$ cat src/sv/at_rsp_pkg.sv
`default_nettype none

package at_rsp_pkg;

   // Characters of the response grammar.
   localparam logic [7:0] CH_CR        = 8'h0d;
   localparam logic [7:0] CH_LF        = 8'h0a;
   localparam logic [7:0] CH_PRINT_LO  = 8'h1f;
   localparam logic [7:0] CH_PRINT_HI  = 8'h7f;
   localparam logic [7:0] CH_PLUS      = 8'h2b;
   localparam logic [7:0] CH_O         = 8'h4f;
   localparam logic [7:0] CH_K         = 8'h4b;
   localparam logic [7:0] CH_E         = 8'h45;
   localparam logic [7:0] CH_R         = 8'h52;

   // Lengths of the two recognised prefixes of line 0.
   localparam int COPN_LEN = 6;
   localparam int CSQ_LEN  = 5;

   // Widest line and column indexes that the store write port carries.
   localparam int WR_LINE_W = 6;
   localparam int WR_COL_W  = 10;

   // parse_status codes.
   localparam logic [1:0] STAT_BUSY  = 2'd0;
   localparam logic [1:0] STAT_OK    = 2'd1;
   localparam logic [1:0] STAT_ERROR = 2'd2;

   // command_kind codes.
   localparam logic [1:0] KIND_ERROR   = 2'd0;
   localparam logic [1:0] KIND_COPN    = 2'd1;
   localparam logic [1:0] KIND_CSQ     = 2'd2;
   localparam logic [1:0] KIND_UNKNOWN = 2'd3;

   typedef enum logic [4:0] {
      ST_CR0        = 5'd0,
      ST_LF0        = 5'd1,
      ST_FIRST      = 5'd2,
      ST_OK_K       = 5'd3,
      ST_OK_CR      = 5'd4,
      ST_OK_LF      = 5'd5,
      ST_E_R1       = 5'd6,
      ST_E_R2       = 5'd7,
      ST_E_O        = 5'd8,
      ST_E_R3       = 5'd9,
      ST_E_CR       = 5'd10,
      ST_E_LF       = 5'd11,
      ST_INFO_START = 5'd12,
      ST_INFO_BODY  = 5'd13,
      ST_INFO_LF    = 5'd14,
      ST_LINE_END   = 5'd15,
      ST_BLANK_LF   = 5'd16,
      ST_FINAL      = 5'd17
   } gstate_type;

   typedef struct packed {
      logic [1:0] parse_status;
      logic       response_is_ok;
      logic [1:0] command_kind;
      logic [3:0] lines_captured;
      logic       byte_stored;
      logic [2:0] store_line;
      logic [5:0] store_column;
   } rsp_type;

   typedef struct packed {
      logic                 en;
      logic [WR_LINE_W-1:0] line;
      logic [WR_COL_W-1:0]  column;
      logic [7:0]           data;
   } store_wr_type;

   function automatic logic [7:0] copn_char(input logic [2:0] idx);
      logic [7:0] c;
      unique case (idx)
         3'd0:    c = 8'h2b; // '+'
         3'd1:    c = 8'h43; // 'C'
         3'd2:    c = 8'h4f; // 'O'
         3'd3:    c = 8'h50; // 'P'
         3'd4:    c = 8'h4e; // 'N'
         3'd5:    c = 8'h3a; // ':'
         default: c = 8'h00;
      endcase
      return c;
   endfunction

   function automatic logic [7:0] csq_char(input logic [2:0] idx);
      logic [7:0] c;
      unique case (idx)
         3'd0:    c = 8'h2b; // '+'
         3'd1:    c = 8'h43; // 'C'
         3'd2:    c = 8'h53; // 'S'
         3'd3:    c = 8'h51; // 'Q'
         3'd4:    c = 8'h3a; // ':'
         default: c = 8'h00;
      endcase
      return c;
   endfunction

endpackage

`default_nettype wire

$ cat src/sv/at_req_if.sv
`default_nettype none

interface at_req_if;
   logic       valid;
   logic       ready;
   logic [7:0] rx_byte;

   modport source (output valid, output rx_byte, input ready);
   modport sink (input valid, input rx_byte, output ready);
endinterface

`default_nettype wire

$ cat src/sv/at_rsp_if.sv
`default_nettype none

interface at_rsp_if;
   logic       valid;
   logic       ready;
   logic [1:0] parse_status;
   logic       response_is_ok;
   logic [1:0] command_kind;
   logic [3:0] lines_captured;
   logic       byte_stored;
   logic [2:0] store_line;
   logic [5:0] store_column;

   modport source (
      output valid, output parse_status, output response_is_ok, output command_kind,
      output lines_captured, output byte_stored, output store_line, output store_column,
      input ready
   );
   modport sink (
      input valid, input parse_status, input response_is_ok, input command_kind,
      input lines_captured, input byte_stored, input store_line, input store_column,
      output ready
   );
endinterface

`default_nettype wire

$ cat src/sv/at_rsp_store.sv
`default_nettype none

// Line store: one byte written per transaction at line * LINE_BYTES + column.
module at_rsp_store #(
   parameter int MAX_LINES  = 8,
   parameter int LINE_BYTES = 64
) (
   input  wire                         clock,
   input  wire at_rsp_pkg::store_wr_type wr
);

   localparam int DEPTH = MAX_LINES * LINE_BYTES;
   localparam int AW    = (DEPTH > 1) ? $clog2(DEPTH) : 1;

   logic [7:0]    mem [DEPTH];
   logic [AW-1:0] wr_addr;

   assign wr_addr = AW'(int'(wr.line) * LINE_BYTES + int'(wr.column));

   always_ff @(posedge clock) begin
      if (wr.en) begin
         mem[wr_addr] <= wr.data;
      end
   end

endmodule

`default_nettype wire

$ cat src/sv/at_rsp_fsm.sv
`default_nettype none

// Grammar sequencer with line and column counters and prefix matching.
module at_rsp_fsm #(
   parameter int MAX_LINES  = 8,
   parameter int LINE_BYTES = 64
) (
   input  wire                         clock,
   input  wire                         reset,
   input  wire                         accept,
   input  wire [7:0]                   rx_byte,
   output at_rsp_pkg::rsp_type         rsp,
   output at_rsp_pkg::store_wr_type    wr
);

   localparam int LW = $clog2(MAX_LINES + 1);
   localparam int CW = $clog2(LINE_BYTES + 1);

   at_rsp_pkg::gstate_type state_ff, state_in;
   logic [LW-1:0] line_ff, line_in, line_upd;
   logic [CW-1:0] col_ff, col_in, col_upd;
   logic [1:0]    flags_ff, flags_in, flags_upd;

   logic err, done, done_ok, put, end_line, stored, printable;
   logic [1:0] kind;

   logic [LW+3:0] lines_ext;
   logic [LW+2:0] sline_ext;
   logic [LW+5:0] wline_ext;
   logic [CW+5:0] scol_ext;
   logic [CW+9:0] wcol_ext;

   assign printable = (rx_byte > at_rsp_pkg::CH_PRINT_LO) && (rx_byte < at_rsp_pkg::CH_PRINT_HI);

   always_ff @(posedge clock) begin
      if (reset) begin
         state_ff <= at_rsp_pkg::ST_CR0;
      end else if (accept) begin
         state_ff <= state_in;
      end
   end

   always_ff @(posedge clock) begin
      if (reset) begin
         line_ff  <= '0;
         col_ff   <= '0;
         flags_ff <= 2'b11;
      end else if (accept) begin
         line_ff  <= line_in;
         col_ff   <= col_in;
         flags_ff <= flags_in;
      end
   end

   always_comb begin
      state_in = state_ff;
      err      = 1'b0;
      done     = 1'b0;
      done_ok  = 1'b0;
      put      = 1'b0;
      end_line = 1'b0;

      unique case (state_ff)
         at_rsp_pkg::ST_CR0: begin
            if (rx_byte == at_rsp_pkg::CH_CR) state_in = at_rsp_pkg::ST_LF0;
            else err = 1'b1;
         end
         at_rsp_pkg::ST_LF0: begin
            if (rx_byte == at_rsp_pkg::CH_LF) state_in = at_rsp_pkg::ST_FIRST;
            else err = 1'b1;
         end
         at_rsp_pkg::ST_FIRST, at_rsp_pkg::ST_FINAL: begin
            if (rx_byte == at_rsp_pkg::CH_O) begin
               state_in = at_rsp_pkg::ST_OK_K;
            end else if (rx_byte == at_rsp_pkg::CH_E) begin
               state_in = at_rsp_pkg::ST_E_R1;
            end else if (state_ff == at_rsp_pkg::ST_FIRST && rx_byte == at_rsp_pkg::CH_PLUS) begin
               state_in = at_rsp_pkg::ST_INFO_START;
               put      = 1'b1;
            end else begin
               err = 1'b1;
            end
         end
         at_rsp_pkg::ST_OK_K: begin
            if (rx_byte == at_rsp_pkg::CH_K) state_in = at_rsp_pkg::ST_OK_CR;
            else err = 1'b1;
         end
         at_rsp_pkg::ST_OK_CR: begin
            if (rx_byte == at_rsp_pkg::CH_CR) state_in = at_rsp_pkg::ST_OK_LF;
            else err = 1'b1;
         end
         at_rsp_pkg::ST_OK_LF: begin
            if (rx_byte == at_rsp_pkg::CH_LF) begin
               done    = 1'b1;
               done_ok = 1'b1;
            end else begin
               err = 1'b1;
            end
         end
         at_rsp_pkg::ST_E_R1: begin
            if (rx_byte == at_rsp_pkg::CH_R) state_in = at_rsp_pkg::ST_E_R2;
            else err = 1'b1;
         end
         at_rsp_pkg::ST_E_R2: begin
            if (rx_byte == at_rsp_pkg::CH_R) state_in = at_rsp_pkg::ST_E_O;
            else err = 1'b1;
         end
         at_rsp_pkg::ST_E_O: begin
            if (rx_byte == at_rsp_pkg::CH_O) state_in = at_rsp_pkg::ST_E_R3;
            else err = 1'b1;
         end
         at_rsp_pkg::ST_E_R3: begin
            if (rx_byte == at_rsp_pkg::CH_R) state_in = at_rsp_pkg::ST_E_CR;
            else err = 1'b1;
         end
         at_rsp_pkg::ST_E_CR: begin
            if (rx_byte == at_rsp_pkg::CH_CR) state_in = at_rsp_pkg::ST_E_LF;
            else err = 1'b1;
         end
         at_rsp_pkg::ST_E_LF: begin
            if (rx_byte == at_rsp_pkg::CH_LF) done = 1'b1;
            else err = 1'b1;
         end
         at_rsp_pkg::ST_INFO_START: begin
            if (printable && rx_byte != at_rsp_pkg::CH_PLUS) begin
               state_in = at_rsp_pkg::ST_INFO_BODY;
               put      = 1'b1;
            end else begin
               err = 1'b1;
            end
         end
         at_rsp_pkg::ST_INFO_BODY: begin
            if (printable) begin
               put = 1'b1;
            end else if (rx_byte == at_rsp_pkg::CH_CR) begin
               state_in = at_rsp_pkg::ST_INFO_LF;
               put      = 1'b1;
            end else begin
               err = 1'b1;
            end
         end
         at_rsp_pkg::ST_INFO_LF: begin
            if (rx_byte == at_rsp_pkg::CH_LF) begin
               state_in = at_rsp_pkg::ST_LINE_END;
               put      = 1'b1;
               end_line = 1'b1;
            end else begin
               err = 1'b1;
            end
         end
         at_rsp_pkg::ST_LINE_END: begin
            if (rx_byte == at_rsp_pkg::CH_CR) begin
               state_in = at_rsp_pkg::ST_BLANK_LF;
            end else if (rx_byte == at_rsp_pkg::CH_PLUS) begin
               state_in = at_rsp_pkg::ST_INFO_START;
               put      = 1'b1;
            end else begin
               err = 1'b1;
            end
         end
         at_rsp_pkg::ST_BLANK_LF: begin
            if (rx_byte == at_rsp_pkg::CH_LF) state_in = at_rsp_pkg::ST_FINAL;
            else err = 1'b1;
         end
         default: err = 1'b1;
      endcase

      // Store write and counter update for a line byte.
      line_upd  = line_ff;
      col_upd   = col_ff;
      flags_upd = flags_ff;
      stored    = 1'b0;
      if (put && line_ff < LW'(MAX_LINES)) begin
         if (col_ff < CW'(LINE_BYTES)) begin
            stored = 1'b1;
            if (line_ff == '0) begin
               if (col_ff < CW'(at_rsp_pkg::COPN_LEN) &&
                   rx_byte != at_rsp_pkg::copn_char(col_ff[2:0])) begin
                  flags_upd[0] = 1'b0;
               end
               if (col_ff < CW'(at_rsp_pkg::CSQ_LEN) &&
                   rx_byte != at_rsp_pkg::csq_char(col_ff[2:0])) begin
                  flags_upd[1] = 1'b0;
               end
            end
            col_upd = col_ff + CW'(1);
         end
         if (end_line) begin
            line_upd = line_ff + LW'(1);
            col_upd  = '0;
         end
      end

      if (!done_ok) begin
         kind = at_rsp_pkg::KIND_ERROR;
      end else if (line_upd != '0 && flags_upd[0]) begin
         kind = at_rsp_pkg::KIND_COPN;
      end else if (line_upd != '0 && flags_upd[1]) begin
         kind = at_rsp_pkg::KIND_CSQ;
      end else begin
         kind = at_rsp_pkg::KIND_UNKNOWN;
      end

      // Any ready result sends the grammar back to its start.
      if (err || done) begin
         state_in = at_rsp_pkg::ST_CR0;
         line_in  = '0;
         col_in   = '0;
         flags_in = 2'b11;
      end else begin
         line_in  = line_upd;
         col_in   = col_upd;
         flags_in = flags_upd;
      end
   end

   assign lines_ext = {4'b0000, line_upd};
   assign sline_ext = {3'b000, line_ff};
   assign wline_ext = {6'b000000, line_ff};
   assign scol_ext  = {6'b000000, col_ff};
   assign wcol_ext  = {10'b0000000000, col_ff};

   always_comb begin
      if (err) begin
         rsp.parse_status = at_rsp_pkg::STAT_ERROR;
      end else if (done) begin
         rsp.parse_status = at_rsp_pkg::STAT_OK;
      end else begin
         rsp.parse_status = at_rsp_pkg::STAT_BUSY;
      end
      rsp.response_is_ok = done && !err && done_ok;
      rsp.command_kind   = (done && !err) ? kind : at_rsp_pkg::KIND_ERROR;
      rsp.lines_captured = lines_ext[3:0];
      rsp.byte_stored    = stored;
      rsp.store_line     = stored ? sline_ext[2:0] : 3'd0;
      rsp.store_column   = stored ? scol_ext[5:0] : 6'd0;

      wr.en     = stored && accept;
      wr.line   = wline_ext[at_rsp_pkg::WR_LINE_W-1:0];
      wr.column = wcol_ext[at_rsp_pkg::WR_COL_W-1:0];
      wr.data   = rx_byte;
   end

endmodule

`default_nettype wire

$ cat src/sv/at_rsp_buf.sv
`default_nettype none

// Two-entry output buffer: a result register and a skid register behind it.
module at_rsp_buf (
   input  wire                    clock,
   input  wire                    reset,
   input  wire                    in_valid,
   output logic                   in_ready,
   input  wire at_rsp_pkg::rsp_type in_data,
   output logic                   out_valid,
   input  wire                    out_ready,
   output at_rsp_pkg::rsp_type    out_data
);

   logic                out_valid_ff, out_valid_in;
   logic                skid_valid_ff, skid_valid_in;
   at_rsp_pkg::rsp_type out_data_ff, out_data_in;
   at_rsp_pkg::rsp_type skid_data_ff, skid_data_in;
   logic                push, pop;

   assign in_ready  = !skid_valid_ff;
   assign push      = in_valid && in_ready;
   assign pop       = out_valid_ff && out_ready;
   assign out_valid = out_valid_ff;
   assign out_data  = out_data_ff;

   always_comb begin
      out_valid_in  = out_valid_ff;
      skid_valid_in = skid_valid_ff;
      out_data_in   = out_data_ff;
      skid_data_in  = skid_data_ff;
      if (skid_valid_ff) begin
         if (pop) begin
            out_data_in   = skid_data_ff;
            skid_valid_in = 1'b0;
         end
      end else if (push) begin
         if (!out_valid_ff || pop) begin
            out_data_in  = in_data;
            out_valid_in = 1'b1;
         end else begin
            skid_data_in  = in_data;
            skid_valid_in = 1'b1;
         end
      end else if (pop) begin
         out_valid_in = 1'b0;
      end
   end

   always_ff @(posedge clock) begin
      if (reset) begin
         out_valid_ff  <= 1'b0;
         skid_valid_ff <= 1'b0;
      end else begin
         out_valid_ff  <= out_valid_in;
         skid_valid_ff <= skid_valid_in;
      end
   end

   always_ff @(posedge clock) begin
      out_data_ff  <= out_data_in;
      skid_data_ff <= skid_data_in;
   end

endmodule

`default_nettype wire

$ cat src/sv/at_response_parser.sv
// A byte's result is registered in the output buffer. Throughput: one byte per cycle while
// the output buffer has room; the grammar step and the store write complete in the cycle that
// takes the byte. A two-entry output buffer lets the parser keep taking bytes while one result
// waits. Reset is synchronous and active high: it returns the grammar to the first CR, clears
// the line and column counts and output buffer and sets the prefix flags; the line store is not cleared.
`default_nettype none

module at_response_parser #(
   parameter int MAX_LINES  = 8,
   parameter int LINE_BYTES = 64
) (
   input  wire          clock,
   input  wire          reset,
   at_req_if.sink       req_ch,
   at_rsp_if.source     rsp_ch
);

   // A byte is taken whenever the output buffer has room for its result; every byte
   // yields exactly one result, so buffer room is the only back-pressure.
   logic                       buf_ready;
   logic                       accept;
   at_rsp_pkg::rsp_type        fsm_rsp;
   at_rsp_pkg::rsp_type        out_rsp;
   at_rsp_pkg::store_wr_type   store_wr;

   assign req_ch.ready = buf_ready;
   assign accept       = req_ch.valid && buf_ready;

   // The sequencer follows the response grammar, counts lines and columns and
   // matches the prefix of line 0 to find the command kind.
   at_rsp_fsm #(
      .MAX_LINES  (MAX_LINES),
      .LINE_BYTES (LINE_BYTES)
   ) u_fsm (
      .clock   (clock),
      .reset   (reset),
      .accept  (accept),
      .rx_byte (req_ch.rx_byte),
      .rsp     (fsm_rsp),
      .wr      (store_wr)
   );

   // Bytes of information lines, with their CR and LF, land in the line store.
   at_rsp_store #(
      .MAX_LINES  (MAX_LINES),
      .LINE_BYTES (LINE_BYTES)
   ) u_store (
      .clock (clock),
      .wr    (store_wr)
   );

   // The result register and its skid register part the two handshakes.
   at_rsp_buf u_buf (
      .clock     (clock),
      .reset     (reset),
      .in_valid  (req_ch.valid),
      .in_ready  (buf_ready),
      .in_data   (fsm_rsp),
      .out_valid (rsp_ch.valid),
      .out_ready (rsp_ch.ready),
      .out_data  (out_rsp)
   );

   assign rsp_ch.parse_status   = out_rsp.parse_status;
   assign rsp_ch.response_is_ok = out_rsp.response_is_ok;
   assign rsp_ch.command_kind   = out_rsp.command_kind;
   assign rsp_ch.lines_captured = out_rsp.lines_captured;
   assign rsp_ch.byte_stored    = out_rsp.byte_stored;
   assign rsp_ch.store_line     = out_rsp.store_line;
   assign rsp_ch.store_column   = out_rsp.store_column;

endmodule

`default_nettype wire

$ cat src/flat_wrapper.sv
// flat-port wrapper written by rule: the top's interface ports become plain ports
module at_response_parser_flat 
#(
   parameter int MAX_LINES  = 8,
   parameter int LINE_BYTES = 64
)
  (clock, reset, req_ch_valid, req_ch_rx_byte, req_ch_ready, rsp_ch_valid, rsp_ch_parse_status, rsp_ch_response_is_ok, rsp_ch_command_kind, rsp_ch_lines_captured, rsp_ch_byte_stored, rsp_ch_store_line, rsp_ch_store_column, rsp_ch_ready);
  at_req_if req_ch_i ();
  at_rsp_if rsp_ch_i ();
  input  wire clock;
  input  wire reset;
  input wire logic [$bits(req_ch_i.valid)-1:0] req_ch_valid;
  input wire logic [$bits(req_ch_i.rx_byte)-1:0] req_ch_rx_byte;
  output wire logic [$bits(req_ch_i.ready)-1:0] req_ch_ready;
  output wire logic [$bits(rsp_ch_i.valid)-1:0] rsp_ch_valid;
  output wire logic [$bits(rsp_ch_i.parse_status)-1:0] rsp_ch_parse_status;
  output wire logic [$bits(rsp_ch_i.response_is_ok)-1:0] rsp_ch_response_is_ok;
  output wire logic [$bits(rsp_ch_i.command_kind)-1:0] rsp_ch_command_kind;
  output wire logic [$bits(rsp_ch_i.lines_captured)-1:0] rsp_ch_lines_captured;
  output wire logic [$bits(rsp_ch_i.byte_stored)-1:0] rsp_ch_byte_stored;
  output wire logic [$bits(rsp_ch_i.store_line)-1:0] rsp_ch_store_line;
  output wire logic [$bits(rsp_ch_i.store_column)-1:0] rsp_ch_store_column;
  input wire logic [$bits(rsp_ch_i.ready)-1:0] rsp_ch_ready;
  assign req_ch_i.valid = req_ch_valid;
  assign req_ch_i.rx_byte = req_ch_rx_byte;
  assign req_ch_ready = req_ch_i.ready;
  assign rsp_ch_valid = rsp_ch_i.valid;
  assign rsp_ch_parse_status = rsp_ch_i.parse_status;
  assign rsp_ch_response_is_ok = rsp_ch_i.response_is_ok;
  assign rsp_ch_command_kind = rsp_ch_i.command_kind;
  assign rsp_ch_lines_captured = rsp_ch_i.lines_captured;
  assign rsp_ch_byte_stored = rsp_ch_i.byte_stored;
  assign rsp_ch_store_line = rsp_ch_i.store_line;
  assign rsp_ch_store_column = rsp_ch_i.store_column;
  assign rsp_ch_i.ready = rsp_ch_ready;
  at_response_parser #(.MAX_LINES(MAX_LINES), .LINE_BYTES(LINE_BYTES)) u_core (.clock(clock), .reset(reset), .req_ch(req_ch_i), .rsp_ch(rsp_ch_i));
endmodule
$ cat config.mk
export PLATFORM = sky130hd
export DESIGN_NAME = at_response_parser_flat
export DESIGN_NICKNAME = d
export VERILOG_FILES = /design/src/sv/at_rsp_pkg.sv /design/src/sv/at_req_if.sv /design/src/sv/at_rsp_if.sv /design/src/sv/at_rsp_store.sv /design/src/sv/at_rsp_fsm.sv /design/src/sv/at_rsp_buf.sv /design/src/sv/at_response_parser.sv /design/src/flat_wrapper.sv
export SDC_FILE = /design/constraint.sdc
export NUM_CORES = 1
export LEC_CHECK = 0
export ABC_CLOCK_PERIOD_IN_PS = 8400
export BUFFER_PORTS_ARGS = -buffer_cell sky130_fd_sc_hd__buf_4
export CORE_MARGIN = 2
export CORE_UTILIZATION = 55
export CTS_BUF_LIST = sky130_fd_sc_hd__clkbuf_4
export DETAILED_ROUTE_END_ITERATION = 10
export PLACE_DENSITY = 0.75
export SLEW_MARGIN = 40
export SYNTH_ARGS = -nofsm -noshare
export SYNTH_HDL_FRONTEND = slang
export SYNTH_SLANG_ARGS = --single-unit
$ cat constraint.sdc
create_clock -name clock -period 8.4 [get_ports clock]
set_input_delay 0.42 -clock clock [delete_from_list [all_inputs] [get_ports clock]]
set_output_delay 0.42 -clock clock [all_outputs]
set_load 0.02 [all_outputs]
==> results.cfg, run 1 <==
[placement]
postPlaceCellArea_um2 = 3950
pre_cts_slack_ps = 5150
gp_congestion = 0.936
dp_hpwl_um = 6190
port_buffers = 32

[synthesis]
synthArstFlopShare_pct = 0
synth_compound_area_share_pct = 19.3
synthCells = 409
synth_top_family_by_area = simple AND/OR/NAND/NOR gates
synth_xor_area_share_pct = 2.58
yosys.area_share.adder_pct = 2.35
ys_ff_latch = 58
synth_edf_count = 38
avgSynthCellArea_um2 = 9.12
synth_mux_area_share_pct = 3.59
yosys_warnings = 0
yosys.area_share.simple_pct = 25.4
synth_nets = 428
ys_seq_area_share_pct = 41.3
synth_ff_type = edfxtp_1
ys_types = 73
syn-cell-area_um2 = 3730

[die]
dieHeight_um = 86.4
dieWidth_um = 86.4
start_util_pct = 55.8
dieArea_um2 = 7460
core_um2 = 6680
io_pins = 33
placementRows = 30

[detailed_routing]
detail_route.wirelength_um = 8730
first_iter_violations = 288
drc_errors = 0
drtAntennaViolNets = 0
wl_per_cell_um = 17.3
dr.pass1.iters = 7
num_vias = 3248
routed_via_density = 6.43

[run_status]
outcome = complete, no violations

[timing]
drv_slew = 0
setup-violations-final = 0
period_share_pct = 38.1
finalSetupTns_ps = 0
fin_crit_ps = 3200
rsz0062_at_grt = no
relSlewSlack_pct = 53.5
finalWorstSetupSlack_ps = 5200
fmax_mhz = 312
tightest_slew_ps = 698
skew_ps = 19.6
hold_viol_final = 0

[finish]
nFillCells = 581
design_area_um2 = 4100
nets = 439
diodes = 0
area_delta_synth_final_pct = 9.96
drive_above_1_share_pct = 16.9

[clocking]
cts_resized = 0
cts_made_buffers = 9
cts_setup_buffers = 0
clk_latency_ps = 410
htreeDepth = 3
max-clock-path-buffers = 2
tritoncts = done
cts_hold_buf = 0
clkTransAtPathRegs_ps = 110
clockRootBuffer = clkbuf_4
cts_sinks = 58

[global_routing]
antenna_found_initial = 0
grt_pass1_vias = 2873
grt_max_degree = 28
grt.overflow.total = 0
grt_pass1_wl_um = 14500
grt_usage_pct = 24.3

[critical_path]
worstPathMaxFanout = 20
worst-setup-path-type = reg2reg
end_kind = flop
cp.required_ps = 8570
cp_data_arrival_time_ps = 3370
cp-start-kind = flop

[power_and_ir_drop]
power_mw = 0.588
p_switching_mw = 0.156
leakage_nw = 1.42
ir_drop_v = 0.0000670
p_seq_share_pct = 54.2
sw_frac_of_total_pct = 26.6
pwr-share-clk_pct = 35.1
power_density_nw_per_um2 = 143
internal_power_mw = 0.432
p_comb_share_pct = 10.7

[hold_path]
hold_class = in2reg

[flow_run]
maxCapViolations = 0
## per-stage QoR
stage | utilization, % | hold slack [ps] | std cells
2_1_floorplan | - | 435 | 409
3_3_place_gp | 58.8 | 449 | 488
3_5_place_dp | 59.1 | 453 | 489
4_1_cts | 61.3 | 185 | 505
5_1_grt | 61.4 | 186 | 505
6_report | 61.4 | 193 | 505
## routing by layer
layer / vias to the layer above / part of all wire (%) / global-route usage, %
li1: 1573 / - / -
met1: 1518 / 45 / 33.8
met2: 138 / 46 / 37.1
met3: 19 / 6.7 / 4.67
met4: 0 / 2.2 / 10.5
met5: - / 0 / 0
## Yosys cell counts (3+ instances only)
master | n | share of area (%)
xnor2_1 | 4 | 0.94
nand3b_1 | 3 | 0.60
o21ai_0 | 14 | 1.9
nand2_1 | 40 | 4.0
a31oi_1 | 3 | 0.50
nand4_1 | 8 | 1.3
a211oi_1 | 6 | 1.2
nor3_1 | 14 | 1.9
dfxtp_1 | 20 | 11
edfxtp_1 | 38 | 31
inv_1 | 15 | 1.5
o21bai_1 | 4 | 0.80
nor2_1 | 34 | 3.4
mux2_2 | 7 | 2.1
xor2_1 | 7 | 1.6
nand4b_1 | 4 | 0.94
nor4_1 | 5 | 0.84
and3b_1 | 3 | 0.70
o31ai_1 | 13 | 2.6
nand2b_1 | 6 | 1.0
o32a_1 | 3 | 0.80
clkbuf_1 | 24 | 2.4
buf_1 | 3 | 0.30
nor2b_1 | 7 | 1.2
and3_1 | 4 | 0.67
and2_1 | 3 | 0.50
o2111ai_1 | 3 | 0.70
nand3_1 | 16 | 2.1
ha_1 | 7 | 2.3
or4_1 | 4 | 0.80
a211o_1 | 3 | 0.70
a22o_1 | 4 | 0.94
mux2i_1 | 4 | 1.1
a21oi_1 | 14 | 1.9
or3_4 | 3 | 0.91
o22ai_1 | 4 | 0.67
buf_2 | 4 | 0.54
or3_1 | 4 | 0.67
## sequential cells by signal (all words and copies together) (netlist names)
signal                      flops
u_core.u_fsm.col_ff             7
u_core.u_buf.out_data          19
u_core.u_fsm.state_ff           5
u_core.u_fsm.flags_ff           2
u_core.u_buf.skid_data_ff      19
u_core.u_buf.skid_valid_ff      1
u_core.u_buf.out_valid          1
u_core.u_fsm.line_ff            4
## kinds of logic after synthesis
| group | count (synthesis) |
|---|---|
| xor+xnor | 11 |
| flops | 58 |
| compound gates | 99 |
| mux | 12 |
| simple gates | 173 |
| buf+inv | 49 |
| fa+ha+maj | 7 |
## cell type report
type	count	area [um^2]	share of cell area [%]
clock inverter	6	67.6	1.65
multi-input combinational	302	2010	48.9
sequential	58	1540	37.6
clock buffer	10	75.1	1.83
tap	80	100	2.44
timing repair buffer	33	251	6.13
inverter	16	60.1	1.46
## power groups by stage
stage	clock network [mW]	registers [mW]	logic (mW)
2_1_floorplan	0	0.333	0.0322
3_3_place_gp	0	0.325	0.0607
3_5_place_dp	0	0.325	0.0627
4_1_cts	0.209	0.319	0.0628
5_1_grt	0.221	0.320	0.0676
6_report	0.206	0.319	0.0630
## critical path, cell delays in order, from the launching register on
cell     delay (ps)
dfxtp_1         710
and3b_1         240
o21ai_0         380
a211o_1         240
or2_1           570
inv_1           280
and2_1          250
mux2_2          260
## cell usage in the layout, fill, tap and decap left out, types with 3 or more instances in the layout
cell type  instances
nor2_1            34
a211o_1            3
mux2i_1            4
xor2_1             7
nor4_1             5
and3_1             4
clkbuf_4          10
a21oi_1           13
edfxtp_1          38
and3b_1            3
dfxtp_1           19
nor2b_1            6
nand4b_1           4
o31ai_1           13
nand3_1           16
o21bai_1           4
o22ai_1            4
o32a_1             3
a22o_1             4
ha_1               7
a31oi_1            3
buf_4             32
nand4_1            8
inv_1             15
and2_1             3
nor3_1            14
or3_4              3
o2111ai_1          3
or4_1              4
mux2_2             7
nand2b_1           6
o21ai_0           14
nand3b_1           3
or3_1              4
a211oi_1           6
nand2_1           40
xnor2_1            4
## worst paths after layout
kind                                  from  cells past startpoint  slack (ps)                    endpoint
setup / recovery  u_core.u_fsm.state_ff[1]                      7        5200    u_core.u_buf.out_data[8]
hold / removal                rsp_ch_ready                      2         190  u_core.u_buf.skid_valid_ff
setup reg to reg  u_core.u_fsm.state_ff[1]                      7        5200    u_core.u_buf.out_data[8]
hold reg to reg   u_core.u_fsm.flags_ff[1]                      1         490    u_core.u_fsm.flags_ff[1]
Note: power is estimated with default switching activity, not from simulation.
==> inputs of run 2 (changes only) <==
ABC_AREA = 1   (was not set)
ABC_CLOCK_PERIOD_IN_PS = 3100   (was 8400)
PLACE_DENSITY = 0.74   (was 0.75)
clock period = 3.1 ns   (was 8.4 ns; I/O delays follow)
==> run 2 against run 1 <==
Critical path depth up 7. Cell area up 2.7%. Clock power up 130%. Clock skew down 10 ps. Count of clock-buffer cells in the layout down 1.
==> results.cfg, run 2 <==
[timing]
relSlewSlack_pct = 50.4
drv_slew = 0
fmax_mhz = 391
finalWorstSetupSlack_ps = 539
rsz0062_at_grt = no
fin_crit_ps = 2560
finalSetupTns_ps = 0
tightest_slew_ps = 743
hold_viol_final = 0
period_share_pct = 82.6
setup-violations-final = 0
skew_ps = 9.45

[global_routing]
grt.overflow.total = 0
grt_max_degree = 27
grt_pass1_wl_um = 15100
antenna_found_initial = 0
grt_pass1_vias = 3348
grt_usage_pct = 25.5

[detailed_routing]
wl_per_cell_um = 13.9
detail_route.wirelength_um = 9010
drc_errors = 0
routed_via_density = 5.39
dr.pass1.iters = 5
first_iter_violations = 290
drtAntennaViolNets = 0
num_vias = 3501

[clocking]
cts_sinks = 58
tritoncts = done
cts_hold_buf = 1
clk_latency_ps = 400
cts_made_buffers = 9
cts_resized = 0
clkTransAtPathRegs_ps = 110
cts_setup_buffers = 0
max-clock-path-buffers = 2
clockRootBuffer = clkbuf_4
htreeDepth = 3

[synthesis]
synthTopCellsByArea = edfxtp_1 30%, nand2_1 16%, dfxtp_1 11%
netlist.area_leader.share_pct = 30.2
yosys_warnings = 0
syn-cell-area_um2 = 3770
synthArstFlopShare_pct = 0
yosysTopAreaCell = edfxtp_1
synth.most_common_cell = nand2_1
synth_nets = 546
ys_ff_latch = 58
synth_edf_count = 38
synth_ff_type = edfxtp_1
synthTopCellsByCount = 165 x nand2_1, 50 x nor2_1, 48 x inv_1
avgSynthCellArea_um2 = 7.16
synthCells = 527
ys_seq_area_share_pct = 40.8
ys_types = 35

[critical_path]
cp-start-kind = flop
crit_top_cell = nand2_1
rrSetupSlack_ps = 540
end_kind = flop
path_cells = clkinv_1 > ha_1 > o21ai_2 > inv_1 > o21ai_0 > nand4_1 > nor2_1 > nand2_1 > nand3_1 > nand2_1 > nor2_1 > nand2_1 > nand2_1 > nand2_1
cpMaxStageDelayCell = dfxtp_1
worst-setup-path-type = reg2reg
cpPeakStageDelay_ps = 410
cp.required_ps = 3270
cp_data_arrival_time_ps = 2730
worstPathMaxFanout = 9

[finish]
finish.utilization_pct = 62.7
final-seq-area_um2 = 1540
drive_above_1_share_pct = 17.4
nets = 583
area_delta_synth_final_pct = 11.6
nFillCells = 640
final_common_cell = nand2_1
multi_input_comb_area_um2 = 1960
layout_common_cells = 165 x nand2_1, 50 x nor2_1, 48 x inv_1
diodes = 0

[die]
placementRows = 30
io_pins = 33
dieHeight_um = 86.8
dieArea_um2 = 7540
dieWidth_um = 86.8
start_util_pct = 56.2
core_um2 = 6720

[placement]
dp_hpwl_um = 6940
pre_cts_slack_ps = 597
gp_congestion = 0.928
port_buffers = 32

[power_and_ir_drop]
sw_frac_of_total_pct = 34.6
pwr-share-clk_pct = 26.3
power_density_nw_per_um2 = 421
leakage_nw = 1.95
ir_drop_v = 0.000176
internal_power_mw = 1.16
p_switching_mw = 0.614
p_comb_share_pct = 23.9
power_mw = 1.78
p_seq_share_pct = 49.9

[hold_path]
hold_class = in2reg

[run_status]
outcome = complete, no violations

[flow_run]
maxCapViolations = 0
## run 2: power groups by stage
| stage | registers (mW) | clock network, mW | logic (mW) |
|---|---|---|---|
| floorplan | 0.917 | 0 | 0.286 |
| global placement | 0.901 | 0 | 0.417 |
| detailed placement | 0.903 | 0 | 0.419 |
| CTS | 0.886 | 0.469 | 0.421 |
| global route | 0.890 | 0.507 | 0.474 |
| finish | 0.886 | 0.466 | 0.424 |
## run 2: metrics by stage
step	instance area [um^2]	hold WS, ps	cells
final	4210	18.7	649
after global routing	4210	29.4	649
after CTS	4210	10.3	649
after detailed placement	4090	429	632
after global placement	4090	431	632
after floorplan	3770	251	527
## run 2: critical path, delay by kind of cell (launching register included)
family / cells / cell delay (ps)
DFF: 1 / 410
buffers and inverters: 2 / 360
AOI/OAI and AO/OA: 2 / 400
and+or+nand+nor: 9 / 830
adders and majority gates: 1 / 320
## run 2: worst paths after layout
kind,cells after the start,startpoint,to
min reg2reg,2,u_core.u_fsm.col_ff[3],u_core.u_fsm.col_ff[3]
min,4,rsp_ch_ready,u_core.u_buf.out_valid
max reg2reg,14,u_core.u_fsm.col_ff[0],u_core.u_buf.out_data[14]
max,14,u_core.u_fsm.col_ff[0],u_core.u_buf.out_data[14]
## run 2: metal layers
| metal | GRT usage [%] | part of all wire (%) | vias to the layer above |
|---|---|---|---|
| li1 | - | - | 1794 |
| met1 | 32.2 | 44 | 1611 |
| met2 | 44.8 | 50 | 88 |
| met3 | 4.57 | 4.4 | 8 |
| met4 | 6.96 | 0.89 | 0 |
| met5 | 0 | 0 | - |
## run 2: final cells by class
cell class	count	share of cell area [%]
Inverter	63	5.67
Sequential cell	58	36.6
Clock inverter	7	1.07
Tap cell	80	2.38
Multi-Input combinational cell	397	46.4
Timing Repair Buffer	35	6.29
Clock buffer	9	1.60
## run 2: cells by family after synthesis
logic type               after synthesis  share of synthesized area [%]
buffers and inverters                 72                           7.36
AO/OA/AOI/OAI                         70                           10.0
adder cells (fa/ha/maj)                7                           2.32
AND/OR/NAND/NOR                      315                           38.3
XOR/XNOR                               5                           1.16
flip-flops                            58                           40.8
